File: config.mk
export PLATFORM = sky130hd
export DESIGN_NAME = hbs_ram
export DESIGN_NICKNAME = d
export VERILOG_FILES = /design/src/design/hbs_ram.sv
export SDC_FILE = /design/constraint.sdc
export NUM_CORES = 2
export LEC_CHECK = 0
export BUFFER_PORTS_ARGS = -buffer_cell sky130_fd_sc_hd__buf_2
export CAP_MARGIN = 30
export CORE_AREA = 8 8 369 551
export DETAILED_ROUTE_END_ITERATION = 8
export DIE_AREA = 0 0 377 559
export PLACE_DENSITY = 0.65
export SLEW_MARGIN = 20
export SYNTH_ARGS = -nofsm -noshare
export SYNTH_HDL_FRONTEND = slang
export SYNTH_SLANG_ARGS = --single-unit
File: constraint.sdc
create_clock -name clk -period 3.1 [get_ports clk]
set_clock_uncertainty 0.15 [all_clocks]
set_input_delay 0.155 -clock clk [delete_from_list [all_inputs] [get_ports clk]]
set_output_delay 0.155 -clock clk [all_outputs]
set_load 0.05 [all_outputs]
File: src/design/hbs_ram.sv
`default_nettype none

module hbs_ram #(
  parameter int WIDTH = 8,
  parameter int DEPTH = 256
) (
  input  wire logic                     clk,
  input  wire logic                     we,
  input  wire logic [$clog2(DEPTH)-1:0] waddr,
  input  wire logic [WIDTH-1:0]         wdata,
  input  wire logic                     re,
  input  wire logic [$clog2(DEPTH)-1:0] raddr0,
  input  wire logic [$clog2(DEPTH)-1:0] raddr1,
  output logic      [WIDTH-1:0]         rdata0,
  output logic      [WIDTH-1:0]         rdata1
);

  logic [WIDTH-1:0] mem [DEPTH];

  // read-first: a same-edge write is not seen by the read
  always_ff @(posedge clk) begin
    if (we) begin
      mem[waddr] <= wdata;
    end
    if (re) begin
      rdata0 <= mem[raddr0];
      rdata1 <= mem[raddr1];
    end
  end

endmodule

`default_nettype wire

==> impl_metrics.json <==
{
  "htree_num_levels": 4,
  "synthTopCellsByArea": "edfxtp_1 (64%), mux4_2 (24%), mux2i_1 (2.4%), nor2_1 (1.2%), o221ai_1 (0.59%)",
  "vias_per_cell": 6.908,
  "pwr-share-clk": 0.394,
  "r2r_setup_slack_ns": 0.02,
  "avgSynthCellArea_um2": 20.04,
  "hold_path_end": "rdata0[0]$_DFFE_PP_",
  "initialDrtViolationCount": 7783,
  "cts_tree": "yes",
  "hold_buffers": 22,
  "ioPinCount": 51,
  "min_from": "raddr0[5]",
  "net-switching-power_mw": 14.02,
  "drv_slew": 0,
  "syn-num-nets": 4882,
  "hold_class": "input port to flip-flop",
  "min_path_cells": 6,
  "rr_worst_depth": 7,
  "timing.slew.headroom": 0.2259,
  "r2r-start": "mem[47][0]$_DFFE_PP_",
  "synth_top_family_by_area": "multiplexers",
  "leakage_nw": 36.48,
  "worst_slew_pin_slew_ns": 1.161,
  "start_kind": "flip-flop",
  "die-area_um2": 210700,
  "cts_resized": 0,
  "floorplan.initialDensity": 0.4976,
  "clock-sinks": 2064,
  "pwr-share-comb": 0.098,
  "cp.arrival_ns": 3.51,
  "synth_top_area_cell": "edfxtp_1",
  "synth_xor_area_frac": 0,
  "io_buffers": 50,
  "power_mw": 60.75,
  "fp-row-count": 199,
  "seqPwrFrac": 0.508,
  "async_reset_ff_frac": 0,
  "drive_gt1_frac": 0.3962,
  "synthCells": 4847,
  "internal_power_mw": 46.73,
  "numCtsBuffers": 196,
  "routed_wl_mm": 315.6,
  "synth-compound-area-share": 0.03533,
  "synth_edf_count": 2064,
  "antenna_found_initial": 19,
  "mappedNetlistArea_um2": 97130,
  "worstSetupPathType": "flip-flop to flip-flop",
  "reg2reg_to": "rdata0[0]$_DFFE_PP_",
  "worst_slack_ns": 0.02247,
  "vdd_drop_max_mv": 0.4011,
  "postCtsSetupRepairBufs": 0,
  "synth_top_area_share": 0.6381,
  "hold_violations": 0,
  "rsz0062_at_grt": "false",
  "ys_types": 64,
  "cts_root_buf": "clkbuf_16",
  "maxCapViolCount": 0,
  "vias": 57509,
  "ys_seq_area_frac": 0.6381,
  "ant_nets": 0,
  "power_density_nw_per_um2": 541.2,
  "remaining_drc_errors": 0,
  "grt_pass1_wl_mm": 442.9,
  "die_h_um": 559,
  "crit_required_ns": 3.53,
  "synth.most_common_cell": "edfxtp_1",
  "route.detailed.wl_per_inst_um": 37.91,
  "status": "finished clean",
  "synth_fa_ha_area_frac": 0,
  "clockBufferDepth": 4,
  "pre_cts_ws_ns": -0.4815,
  "clk-insertion-delay-late_ns": 0.85,
  "clk_pin_slew_ns": 0.07,
  "grt_max_degree": 124,
  "synth.area.mux_share": 0.2724,
  "core_area_um2": 195200,
  "dp_hpwl_mm": 218.4,
  "grt_overflow": 0,
  "first_pass_iters": 5,
  "fmax_mhz": 324.9,
  "cp-end-kind": "flip-flop",
  "fin_cells": 8325,
  "yosys.area_share.simple": 0.02691,
  "period_share": 0.9928,
  "grt_usage": 0.2951,
  "yosysWarnings": 0,
  "dp.cells": 7945,
  "synth_seq_cells": 2064,
  "dominantRegCellSynth": "edfxtp_1",
  "swShare": 0.2308,
  "grt_pass1_vias": 58525,
  "setup_viol": 0,
  "synthTopCellsByCount": "edfxtp_1 (2064), mux4_2 (1051), nor2_1 (298)",
  "place.gp.congestion": 0.9645,
  "area_growth_pct": 15.57,
  "timing.final.crit_period_ns": 3.078,
  "fp.dieW_um": 377,
  "critPathLaunch": "mem[47][0]$_DFFE_PP_",
  "crit_fanout": 2,
  "nNetsFinal": 5588
}
-- worst max-delay path: stages (launching register included) --
cell and delay [ns]:
edfxtp_1 0.40, mux4_2 0.49, mux4_2 0.54, a22oi_1 0.70
buf_4 0.24, nand3_1 0.12, o31ai_1 0.11, a211oi_1 0.07
-- cell type report --
cell class | instances | area [um^2]
multi-input combinational | 2382 | 32520
sequential | 2064 | 61980
clock inverter | 112 | 1091
tap | 2613 | 3269
timing repair buffer | 903 | 8234
fill | 14502 | 82950
clock buffer | 232 | 5104
antenna | 13 | 32.53
inverter | 6 | 26.28
-- power groups by stage --
stage | clock [mW] | sequential [mW] | combinational (mW)
after floorplan | 0 | 31.5 | 3.04
after global placement | 0 | 31.4 | 5.82
after detailed placement | 0 | 31.4 | 5.86
after CTS | 24.2 | 30.8 | 5.90
after global routing | 25.0 | 30.8 | 6.11
final | 23.9 | 30.9 | 5.98
-- worst max-delay path by stage --
stage	endpoint	cells after the start
3_3_place_gp	rdata0[5]$_DFFE_PP_	11
4_1_cts	rdata0[5]$_DFFE_PP_	8
5_1_grt	rdata0[5]$_DFFE_PP_	8
6_report	rdata0[0]$_DFFE_PP_	7
2_1_floorplan	rdata1[0]$_DFFE_PP_	9
3_5_place_dp	rdata0[4]$_DFFE_PP_	9
-- sequential cells by signal (all words and copies together), names as in the netlist --
| register | flops |
|---|---|
| mem | 2048 |
| rdata0 | 8 |
| rdata1 | 8 |
-- logic make-up after synthesis --
| kind of cell | count (synthesis) |
|---|---|
| compound gates | 466 |
| mux | 1325 |
| flops | 2064 |
| buf+inv | 401 |
| simple gates | 591 |
-- layer usage --
layer  GRT usage  vias to the layer above  routed length (um)
li1            -                    22486                   -
met5           0                        -                 127
met3     0.05721                      861               31810
met4      0.1652                       14               21770
met1      0.3715                    30425              107500
met2      0.4821                     3723              154300
-- through the flow --
| step | hold slack, ns | setup TNS (ns) | instance area (um^2) | utilization |
|---|---|---|---|---|
| 2_1_floorplan | 0.1039 | 0 | 97130 | - |
| 3_3_place_gp | 0.5881 | -3.047 | 105800 | 0.5419 |
| 3_5_place_dp | 0.5945 | -2.519 | 105800 | 0.5420 |
| 4_1_cts | 0.08582 | 0 | 112200 | 0.5748 |
| 5_1_grt | 0.1465 | 0 | 112200 | 0.5749 |
| 6_report | 0.1385 | 0 | 112300 | 0.5750 |
-- placed cells by master (no fill, tap or decap), types with 9 or more instances in the layout --
cell type,count
a221o_1,10
buf_4,722
clkbuf_16,199
mux2_2,38
nor2_1,298
o22ai_1,48
clkbuf_1,33
buf_12,111
o211ai_1,13
a2bb2oi_1,9
a221oi_1,32
nand3_1,52
nand2b_1,10
a22oi_1,62
clkbuf_8,9
clkinv_2,30
o221ai_1,65
and2_1,12
bufinv_16,21
dlygate4sd3_1,22
edfxtp_1,2064
mux2i_1,236
o21ai_0,34
a22o_1,22
nor2b_1,27
mux4_2,1051
a21oi_1,79
a211oi_1,28
nand2_1,114
buf_2,33
clkinv_1,45
nor3_1,21
diode_2,13
o31ai_1,11
nand4_1,13
Power figures use the tool's default switching activity.
