[src/design/hbs_pkg.sv]
`default_nettype none

package hbs_pkg;

  // Grid limits and result format
  localparam int MAX_GRID_WIDTH  = 256;
  localparam int MAX_GRID_HEIGHT = 256;
  localparam int FRAC_BITS       = 12;

  // Fixed field formats
  localparam int GRID_FRAC = 12;   // fraction bits of the grid coordinate
  localparam int WORLD_W   = 24;   // world_x / world_z width
  localparam int CFG_W     = 9;    // grid_width / grid_height width
  localparam int HEIGHT_W  = 8;    // stored height width
  localparam int OUT_W     = 20;   // height_value width
  localparam int INDEX_W   = 16;   // cell_index width

  // Derived sizes
  localparam int COL_W       = $clog2(MAX_GRID_WIDTH);
  localparam int ROW_W       = $clog2(MAX_GRID_HEIGHT);
  localparam int STORE_DEPTH = MAX_GRID_WIDTH * MAX_GRID_HEIGHT;
  localparam int ADDR_W      = $clog2(STORE_DEPTH);
  localparam int CELL_RAW_W  = WORLD_W - GRID_FRAC;
  localparam int TOP_W       = HEIGHT_W + FRAC_BITS;

  // Command codes
  localparam logic CMD_WRITE = 1'b0;
  localparam logic CMD_QUERY = 1'b1;

  // Config register indexes
  typedef enum logic [1:0] {
    CFG_GRID_WIDTH  = 2'd0,
    CFG_GRID_HEIGHT = 2'd1
  } cfg_index_t;

  // Per-query side info carried alongside the memory read
  typedef struct packed {
    logic                 inr;
    logic [FRAC_BITS-1:0] fx;
    logic [FRAC_BITS-1:0] fz;
  } hbs_tag_t;

  // Grid fraction rescaled to FRAC_BITS (zero pad or truncate)
  function automatic logic [FRAC_BITS-1:0] frac_conv(input logic [GRID_FRAC-1:0] f);
    logic [GRID_FRAC+FRAC_BITS-1:0] t;
    t = {f, {FRAC_BITS{1'b0}}} >> GRID_FRAC;
    return t[FRAC_BITS-1:0];
  endfunction

endpackage

`default_nettype wire

[src/design/hbs_lerp.sv]
`default_nettype none

module hbs_lerp (
  input  wire logic                          clk,
  input  wire logic                          rst,
  input  wire logic                          s1_valid,
  input  wire hbs_pkg::hbs_tag_t             s1_tag,
  output logic                               s1_ready,
  input  wire logic [hbs_pkg::HEIGHT_W-1:0]  h00,
  input  wire logic [hbs_pkg::HEIGHT_W-1:0]  h10,
  input  wire logic [hbs_pkg::HEIGHT_W-1:0]  h01,
  input  wire logic [hbs_pkg::HEIGHT_W-1:0]  h11,
  output logic                               out_valid,
  input  wire logic                          out_ready,
  output logic      [hbs_pkg::OUT_W-1:0]     height_value,
  output logic                               in_range
);

  localparam int FB  = hbs_pkg::FRAC_BITS;
  localparam int TW  = hbs_pkg::TOP_W;
  localparam int SW1 = TW + 2;
  localparam int SW2 = TW + FB + 2;

  logic en_out, en3;

  // stage 2: heights from RAM, tag here
  logic              v2;
  hbs_pkg::hbs_tag_t tag2;

  // stage 3: row blends
  logic          v3;
  logic          inr3;
  logic [FB-1:0] fz3;
  logic [TW-1:0] top3, bot3;

  assign en_out   = !out_valid || out_ready;
  assign en3      = !v3 || en_out;
  assign s1_ready = !v2 || en3;

  // row blend: a*one + (b-a)*f
  logic signed [SW1-1:0] fx_e, dtop_e, dbot_e, a_top_e, a_bot_e, top_s, bot_s;

  always_comb begin
    fx_e    = SW1'({1'b0, tag2.fx});
    dtop_e  = SW1'({1'b0, h10}) - SW1'({1'b0, h00});
    dbot_e  = SW1'({1'b0, h11}) - SW1'({1'b0, h01});
    a_top_e = SW1'({1'b0, h00}) <<< FB;
    a_bot_e = SW1'({1'b0, h01}) <<< FB;
    top_s   = a_top_e + dtop_e * fx_e;
    bot_s   = a_bot_e + dbot_e * fx_e;
  end

  // column blend
  logic signed [SW2-1:0] fz_e, t_e, b_e, sum_s, val_s;

  always_comb begin
    fz_e  = SW2'({1'b0, fz3});
    t_e   = SW2'({1'b0, top3});
    b_e   = SW2'({1'b0, bot3});
    sum_s = (t_e <<< FB) + (b_e - t_e) * fz_e;
    val_s = sum_s >>> FB;
  end

  always_ff @(posedge clk) begin
    if (rst) begin
      v2        <= 1'b0;
      v3        <= 1'b0;
      out_valid <= 1'b0;
    end else begin
      if (s1_ready) v2 <= s1_valid;
      if (en3)      v3 <= v2;
      if (en_out)   out_valid <= v3;
    end
  end

  always_ff @(posedge clk) begin
    if (s1_ready) begin
      tag2 <= s1_tag;
    end
    if (en3) begin
      inr3 <= tag2.inr;
      fz3  <= tag2.fz;
      top3 <= top_s[TW-1:0];
      bot3 <= bot_s[TW-1:0];
    end
    if (en_out) begin
      in_range     <= inr3;
      height_value <= inr3 ? hbs_pkg::OUT_W'(val_s) : '0;
    end
  end

endmodule

`default_nettype wire

[config.mk]
export PLATFORM = sky130hd
export DESIGN_NAME = hbs_lerp
export DESIGN_NICKNAME = d
export VERILOG_FILES = /design/src/design/hbs_pkg.sv /design/src/design/hbs_lerp.sv
export SDC_FILE = /design/constraint.sdc
export NUM_CORES = 1
export LEC_CHECK = 0
export BUFFER_PORTS_ARGS = -buffer_cell sky130_fd_sc_hd__clkbuf_2
export CAP_MARGIN = 10
export CELL_PAD_IN_SITES_DETAIL_PLACEMENT = 2
export CELL_PAD_IN_SITES_GLOBAL_PLACEMENT = 2
export CORE_MARGIN = 3
export CORE_UTILIZATION = 30
export CTS_CLUSTER_DIAMETER = 50
export DETAILED_ROUTE_END_ITERATION = 8
export PLACE_DENSITY = 0.6
export SLEW_MARGIN = 20
export SYNTH_ARGS = -nofsm -noshare
export SYNTH_HDL_FRONTEND = slang
export SYNTH_SLANG_ARGS = --single-unit
[constraint.sdc]
create_clock -name clk -period 13.9 [get_ports clk]
set_input_delay 0.695 -clock clk [delete_from_list [all_inputs] [get_ports clk]]
set_output_delay 0.695 -clock clk [all_outputs]
set_load 0.03 [all_outputs]
==> impl_metrics.yaml, run 1 <==
timing:
  max_freq_mhz: 110.8
  tns_ns: 0
  worst_pin_slew_ns: 1.136
  setup_violations: 0
  finalClockSkew_ns: 0.01410
  fin_crit_ns: 9.029
  slew_headroom_pct: 24.29
  drv_slew: 0
  grt_setup_unrepaired: "no"
  hold_violations: 0
  finalCritPeriodShare_pct: 64.95
die:
  die_h_um: 269.9
  die_area_um2: 72830
  rows: 96
  core-area_um2: 68830
  initial_core_util_pct: 30.35
  io_pins: 84
  die_w_um: 269.9
critical_path:
  cp_max_fo: 12
  r2r_start: "top3[2]"
  crit_slowest_cell: "nand4b_1"
  slowest_delay_ns: 0.53
  crit_top_cell: "fa_1"
  required_ns: 14.03
  endpoint_kind: "flip-flop"
  r2r_end: "height_value[19]"
  r2r_slack_ns: 4.87
  rr_worst_depth: 31
  cp-start-kind: "flip-flop"
  critPathArrivalTime_ns: 9.16
  criticalPathCategory: "flip-flop to flip-flop"
drt:
  first_iter_violations: 398
  num_vias: 14550
  drc_errors: 0
  via_per_inst: 4.588
  wirelength_um: 61260
  ant_nets: 0
  wire_per_inst_um: 19.32
  drt_pass1_iterations: 4
synth:
  synth-seq-cells: 102
  synth_nets: 2840
  synth_edf_count: 99
  yosys.area_share.simple_pct: 14.94
  synth_mux_area_share_pct: 0.6529
  synth_top_family_by_area: "adder cells"
  seq_area_frac_synth_pct: 14.52
  synthAdderAreaFrac_pct: 50.03
  synthXorXnorAreaFrac_pct: 3.480
  synth_flop_cell: "edfxtp_1"
  yosysUniqueCellTypes: 63
  syn_area_per_cell_um2: 9.573
  syn-cell-area_um2: 20890
  synth_compound_area_share_pct: 5.433
  synth_cells: 2182
  ys_async_sr_fraction_pct: 0
  ys_warn_count: 0
placed_design:
  gp_congestion: 0.7878
  postPlaceCellArea_um2: 22480
  hpwl_um: 51140
  io_buffers: 83
clock_network:
  root_buffer: "clkbuf_16"
  insertion_delay_ns: 0.38
  clock-sinks: 102
  clockBufferDepth: 2
  cts_tree: "built"
  clk_pin_slew_worst_paths_ns: 0.08
  postCtsSetupRepairBufs: 0
  cts_resized: 0
  hold_buffers: 0
  htreeDepth: 3
  cts_buffers: 9
cells_and_area:
  diodes: 0
  syn2layout_area_growth_pct: 9.081
  final_nets: 2893
  drive_gt1_share_pct: 6.920
  stdcell_area_um2: 22780
worst_hold_path:
  holdPathStages: 0
  worst_hold_path.endpoint: "fz3[3]"
  min-delay-start: "tag2[3]"
  min_path_type: "flip-flop to flip-flop"
global_routing:
  antenna_found_initial: 0
  grt_usage_pct: 17.59
  grt_pass1_wl_um: 100100
  first_global_vias: 17600
  grt_max_degree: 54
  overflow: 0
run:
  drv_cap: 0
run_status:
  status: "complete, no violations"
## state kept, by name (all words and copies together) (netlist names), 12 cells and up
name,cells
top3,20
fx_e,12
bot3,20
height_value,20
tag2,13
fz3,12
## worst max-delay path: cells and delay by family (launching register included)
kind                     cells  cell delay, ns
buffers and inverters        5            0.36
AO/OA/AOI/OAI               11            2.83
multiplexers                 1            0.13
flip-flops                   1            0.37
adder cells (fa/ha/maj)      8            3.63
AND/OR/NAND/NOR              6            1.45
## cells in the mapped netlist, types with 10 or more instances
library cell / number / area share [%]
clkbuf_1: 76 / 1.4
nand2_1: 258 / 4.6
o21bai_1: 12 / 0.43
o21ai_0: 15 / 0.36
ha_1: 200 / 12
o21a_1: 10 / 0.36
a21oi_1: 43 / 1.0
xnor2_1: 62 / 2.6
nand2b_1: 63 / 1.9
xor2_1: 21 / 0.88
and2_1: 163 / 4.9
inv_1: 528 / 9.5
nor3_1: 19 / 0.46
nor2_1: 44 / 0.79
nor2b_1: 29 / 0.87
edfxtp_1: 99 / 14
nand3_1: 10 / 0.24
a21o_1: 24 / 0.86
fa_1: 397 / 38
## per-layer routing
| layer | GRT usage [%] | wire length [µm] | vias to the layer above |
|---|---|---|---|
| met2 | 32.52 | 31990 | 128 |
| met3 | 1.821 | 1582 | 38 |
| met5 | 0 | 0 | - |
| met1 | 22.50 | 27060 | 7716 |
| met4 | 2.712 | 617 | 0 |
| li1 | - | - | 6666 |
## how the worst max path moves through the flow
| stage | from | end | slack (ns) | cells past startpoint |
|---|---|---|---|---|
| floorplan | top3[2] | height_value[19] | 6.18 | 32 |
| global route | top3[2] | height_value[19] | 4.39 | 31 |
| CTS | top3[2] | height_value[19] | 4.81 | 31 |
| finish | top3[2] | height_value[19] | 4.87 | 31 |
| global placement | top3[2] | height_value[19] | 5.10 | 31 |
| detailed placement | top3[2] | height_value[19] | 4.86 | 31 |
## kinds of logic after synthesis
family | count (synthesis)
and+or+nand+nor | 619
buffers and inverters | 608
xor gates and xnor gates | 83
adders and majority gates | 597
muxes | 13
AOI/OAI and AO/OA | 160
DFF | 102
## cells in the final DEF, fill, tap and decap left out, types with 29 or more instances in the layout
cell type,Yosys,final
a21oi_1,43,43
and2_1,163,163
buf_4,0,36
clkbuf_2,0,83
edfxtp_1,99,99
fa_1,397,397
ha_1,200,200
inv_1,528,526
nand2_1,258,257
nand2b_1,63,63
nor2_1,44,44
nor2b_1,29,29
xnor2_1,62,59
## layout make-up
| type | instances | area (µm²) |
|---|---|---|
| clock buffers | 9 | 225.2 |
| multi-input cells | 1472 | 15590 |
| fillers | 7593 | 46040 |
| clock inverters | 7 | 57.56 |
| flip-flops and latches | 102 | 3033 |
| inverters | 529 | 1986 |
| well taps | 931 | 1165 |
| repair buffers | 121 | 724.4 |
## stage by stage
step | setup slack [ns] | hold slack (ns) | util, % | std cells
4_1_cts | 4.805 | 0.4260 | 33.08 | 3170
2_1_floorplan | 6.181 | 0.4003 | - | 2182
6_report | 4.871 | 0.4228 | 33.10 | 3171
3_3_place_gp | 5.101 | 0.4025 | 32.63 | 3153
5_1_grt | 4.386 | 0.4275 | 33.10 | 3171
3_5_place_dp | 4.857 | 0.4056 | 32.67 | 3154
Power of run 1 is left out: the tool's default activity adds up to more than one toggle a clock period on the data nets, which glitch-free logic cannot reach.
==> run 2, diff against run 1 <==
- PLACE_DENSITY: 0.6 -> 0.62
- clock period: 13.9 -> 8.2 ns (I/O delays scaled with it)
==> run 2 against run 1 <==
Compared with the run above:
- global-route usage is 0.23 points lower
- sequential cell count is the same
- critical path depth stayed put
- clock skew grew 0.0019 ns
- fmax up 13%
- die area unchanged
- worst hold slack got worse by 0.22 ns
- critical path type unchanged
- critical endpoint unchanged
==> impl_metrics.yaml, run 2 (synthesized netlist as in run 1, its figures left out) <==
run_status:
  status: "complete, no violations"
run:
  drv_cap: 0
critical_path:
  criticalPathCategory: "flip-flop to flip-flop"
  cp_top_family: "adder cells"
  rr_worst_depth: 31
  cp_num_buf_inv: 7
  required_ns: 8.33
  critPathArrivalTime_ns: 8.09
  path_depth: 31
  crit_slowest_cell: "fa_1"
  r2r_start: "top3[0]"
  slowest_delay_ns: 0.53
  cp_max_fo: 11
  r2r_slack_ns: 0.24
  endpoint_kind: "flip-flop"
  crit_top_cell: "fa_1"
  cp-start-kind: "flip-flop"
  critPathLaunch: "top3[0]"
timing:
  hold_violations: 0
  worst_pin_slew_ns: 1.135
  tns_ns: 0
  max_freq_mhz: 125.7
  setup_violations: 0
  slew_headroom_pct: 24.32
  drv_slew: 0
  fin_crit_ns: 7.958
  grt_setup_unrepaired: "yes"
  finalCritPeriodShare_pct: 97.05
  finalClockSkew_ns: 0.01603
die:
  rows: 96
  core-area_um2: 68830
  initial_core_util_pct: 30.35
  die_area_um2: 72830
  die_h_um: 269.9
  die_w_um: 269.9
  io_pins: 84
clock_network:
  htreeDepth: 3
  hold_buffers: 0
  clockBufferDepth: 2
  cts_tree: "built"
  cts_buffers: 9
  insertion_delay_ns: 0.38
  clk_pin_slew_worst_paths_ns: 0.09
  clock-sinks: 102
  root_buffer: "clkbuf_16"
cells_and_area:
  post-route-util_pct: 34.06
  syn2layout_area_growth_pct: 12.24
  final_cell_count_no_fill: 3223
  final_cell_mix: "inv_1 (522), fa_1 (392), nand2_1 (257)"
  reg_top3: "bot3 (20), height_value (20), top3 (20)"
  fillers: 7597
  drive_gt1_share_pct: 10.60
  diodes: 0
  layout_commonest_cell: "inv_1"
  final_nets: 2945
drt:
  num_vias: 14740
  drc_errors: 0
  via_per_inst: 4.573
  drt_pass1_iterations: 6
  wire_per_inst_um: 19.01
  first_iter_violations: 407
  ant_nets: 0
  wirelength_um: 61280
global_routing:
  overflow: 0
  first_global_vias: 17800
  antenna_found_initial: 1
  grt_pass1_wl_um: 99420
  grt_usage_pct: 17.36
  grt_max_degree: 54
worst_hold_path:
  holdPathStages: 1
  min_path_type: "input port to flip-flop"
  min-delay-start: "s1_tag[12]"
placed_design:
  io_buffers: 83
  hpwl_um: 51650
  gp_congestion: 0.8085
  placed_cells: 3195
run 2: repair_timing:
action                                  in CTS  in global routing
endpoints found under the hold margin        0                  0
cloned                                       0                  0
endpoints found under the setup margin      11                 17
pin swaps                                    0                 29
setup buffers                                0                 11
gates resized for setup                      8                 49
run 2: routing by layer:
layer / global-route usage (%) / wire [µm] / vias to the layer above
met5: 0 / 13 / -
met4: 3.840 / 1200 / 2
met3: 1.643 / 1511 / 50
met2: 31.82 / 31750 / 134
met1: 22.07 / 26810 / 7778
li1: - / - / 6774
run 2: final timing paths:
| check | end |
|---|---|
| worst min register to register | fz3[3] |
| worst min-delay path | fx_e[0] |
| worst max-delay path | height_value[19] |
| worst max register to register | height_value[19] |
run 2: through the flow:
| stage | setup slack (ns) | instance area [µm²] | hold slack, ns |
|---|---|---|---|
| detailed placement | -0.1874 | 22760 | 0.4061 |
| global placement | 0.1227 | 22760 | 0.4031 |
| global route | -0.1255 | 23440 | 0.1870 |
| finish | 0.2415 | 23440 | 0.2011 |
| CTS | 0.006923 | 23080 | 0.1728 |
| floorplan | 0.4808 | 20890 | 0.4003 |
run 2: final cells by class:
cell class | instances | area [µm²] | area share [%]
multi-input cells | 1472 | 15860 | 67.63
inverters | 529 | 1986 | 8.470
clock buffers | 9 | 225.2 | 0.9607
clock inverters | 7 | 57.56 | 0.2455
flip-flops and latches | 102 | 3033 | 12.94
well taps | 931 | 1165 | 4.969
repair buffers | 173 | 1122 | 4.787
Power of run 2 is left out for the same reason.
==> run 3, diff against run 2 <==
- PLACE_DENSITY: 0.62 -> 0.7
==> run 3 against run 2 <==
Compared with the run above:
- worst hold slack lost 0.0027 ns
- critical path depth is 1 higher
- count of clock-buffer cells in the layout is 2 higher
- fmax is 2.6% lower
- register-to-register slack got worse by 0.21 ns
- first-iteration DRC count rose by 29%
- sequential cell count unchanged
- utilization increased by 0.16 points
- critical path type unchanged
- highest routed layer is now met4
==> impl_metrics.yaml, run 3 (synthesized netlist as in run 1, its figures left out) <==
run_status:
  status: "complete, no violations"
critical_path:
  criticalPathCategory: "flip-flop to flip-flop"
  rr_worst_depth: 32
  cp_max_fo: 5
  crit_slowest_cell: "fa_1"
  required_ns: 8.33
  cp-start-kind: "flip-flop"
  endpoint_kind: "flip-flop"
  slowest_delay_ns: 0.55
  crit_top_cell: "fa_1"
  r2r_start: "top3[0]"
  critPathArrivalTime_ns: 8.30
  r2r_end: "height_value[19]"
  r2r_slack_ns: 0.03
timing:
  finalClockSkew_ns: 0.02101
  worst_pin_slew_ns: 1.037
  max_freq_mhz: 122.4
  finalCritPeriodShare_pct: 99.63
  drv_slew: 0
  slew_headroom_pct: 30.41
  grt_setup_unrepaired: "yes"
  setup_violations: 0
  hold_violations: 0
  fin_crit_ns: 8.169
clock_network:
  insertion_delay_ns: 0.39
  clockBufferDepth: 2
  cts_buffers: 9
  root_buffer: "clkbuf_16"
  clock-sinks: 102
  htreeDepth: 3
  clk_pin_slew_worst_paths_ns: 0.09
  cts_tree: "built"
cells_and_area:
  diodes: 0
  reg_top3: "bot3 (20), height_value (20), top3 (20)"
  final_cell_mix: "inv_1 (521), fa_1 (393), nand2_1 (256)"
  multi_input_area_um2: 15910
  syn2layout_area_growth_pct: 12.75
  fillers: 7617
  final_nets: 2944
  layout_commonest_cell: "inv_1"
  drive_gt1_share_pct: 11.00
  final_cell_count_no_fill: 3222
  ff_latch_area_um2: 3033
placed_design:
  hpwl_um: 51860
  gp_congestion: 0.8408
  placed_cells: 3190
  io_buffers: 83
global_routing:
  grt_pass1_wl_um: 100500
  antenna_found_initial: 0
  grt_max_degree: 54
  overflow: 0
  first_global_vias: 18270
  grt_usage_pct: 17.56
worst_hold_path:
  worst_hold_path.endpoint: "fx_e[0]"
  holdPathStages: 1
  min-delay-start: "s1_tag[12]"
  min_path_type: "input port to flip-flop"
drt:
  wire_per_inst_um: 19.26
  via_per_inst: 4.623
  first_iter_violations: 524
  wirelength_um: 62070
  num_vias: 14890
  drc_errors: 0
  drt_pass1_iterations: 4
  ant_nets: 0
run:
  drv_cap: 0
die:
  die_w_um: 269.9
  rows: 96
  core-area_um2: 68830
  die_area_um2: 72830
  die_h_um: 269.9
  initial_core_util_pct: 30.35
  io_pins: 84
## run 3: cell count changes in the layout (fill, tap and decap cells not counted), moves of 3 or more
| cell | delta |
|---|---|
| xnor2_2 | +4 |
| buf_6 | +6 |
| a21oi_2 | +4 |
| buf_4 | -10 |
| xnor2_1 | -3 |
| buf_12 | +4 |
## run 3: timing repair
| item | 4_1_cts | 5_1_grt |
|---|---|---|
| hold buffers | 0 | 0 |
| gates resized for setup | 19 | 54 |
| buffers inserted | 5 | 11 |
| pin swaps | 7 | 39 |
| endpoints found under the setup margin | 10 | 16 |
| gates cloned | 0 | 0 |
## run 3: metal layers
metal  up-vias  track usage, %  share of wire, %
met5         -               0                 0
met4         0           3.711               1.9
met3        57           1.919               2.6
met2       161           33.50                54
met1      7902           21.14                42
li1       6774               -                 -
## run 3: how the worst max path moves through the flow
stage | from | endpoint
3_5_place_dp | top3[1] | height_value[19]
4_1_cts | top3[1] | height_value[19]
2_1_floorplan | top3[2] | height_value[19]
5_1_grt | top3[0] | height_value[19]
3_3_place_gp | top3[1] | height_value[16]
6_report | top3[0] | height_value[19]
## run 3: critical path, delay by kind of cell, from the launching register on
kind / cells / cell delay (ns)
muxes: 1 / 0.13
and+or+nand+nor: 3 / 0.38
adders and majority gates: 8 / 3.54
AOI/OAI and AO/OA: 13 / 2.50
DFF: 1 / 0.45
xor gates and xnor gates: 1 / 0.32
buffers and inverters: 6 / 0.60
## run 3: layout make-up
type                            instances  area share, %
Timing Repair Buffer                  172          4.957
Clock inverter                          5         0.2497
Clock buffer                           11         0.9882
Multi-Input combinational cell       1472          67.55
Tap cell                              931          4.946
Sequential cell                       102          12.88
Inverter                              529          8.431
## run 3: metrics by stage
step                hold slack [ns]  utilization (%)  instance area [µm²]  setup WS [ns]  TNS, ns
finish                       0.1984            34.22                23550        0.03058        0
global placement             0.4016            33.04                22740         0.1888        0
detailed placement           0.4070            33.04                22740        -0.1962   -1.478
global route                 0.1727            34.22                23550        -0.2866   -2.131
CTS                          0.1680            33.68                23180      0.0005800        0
floorplan                    0.4003                -                20890         0.4808        0
Power of run 3 is left out for the same reason.
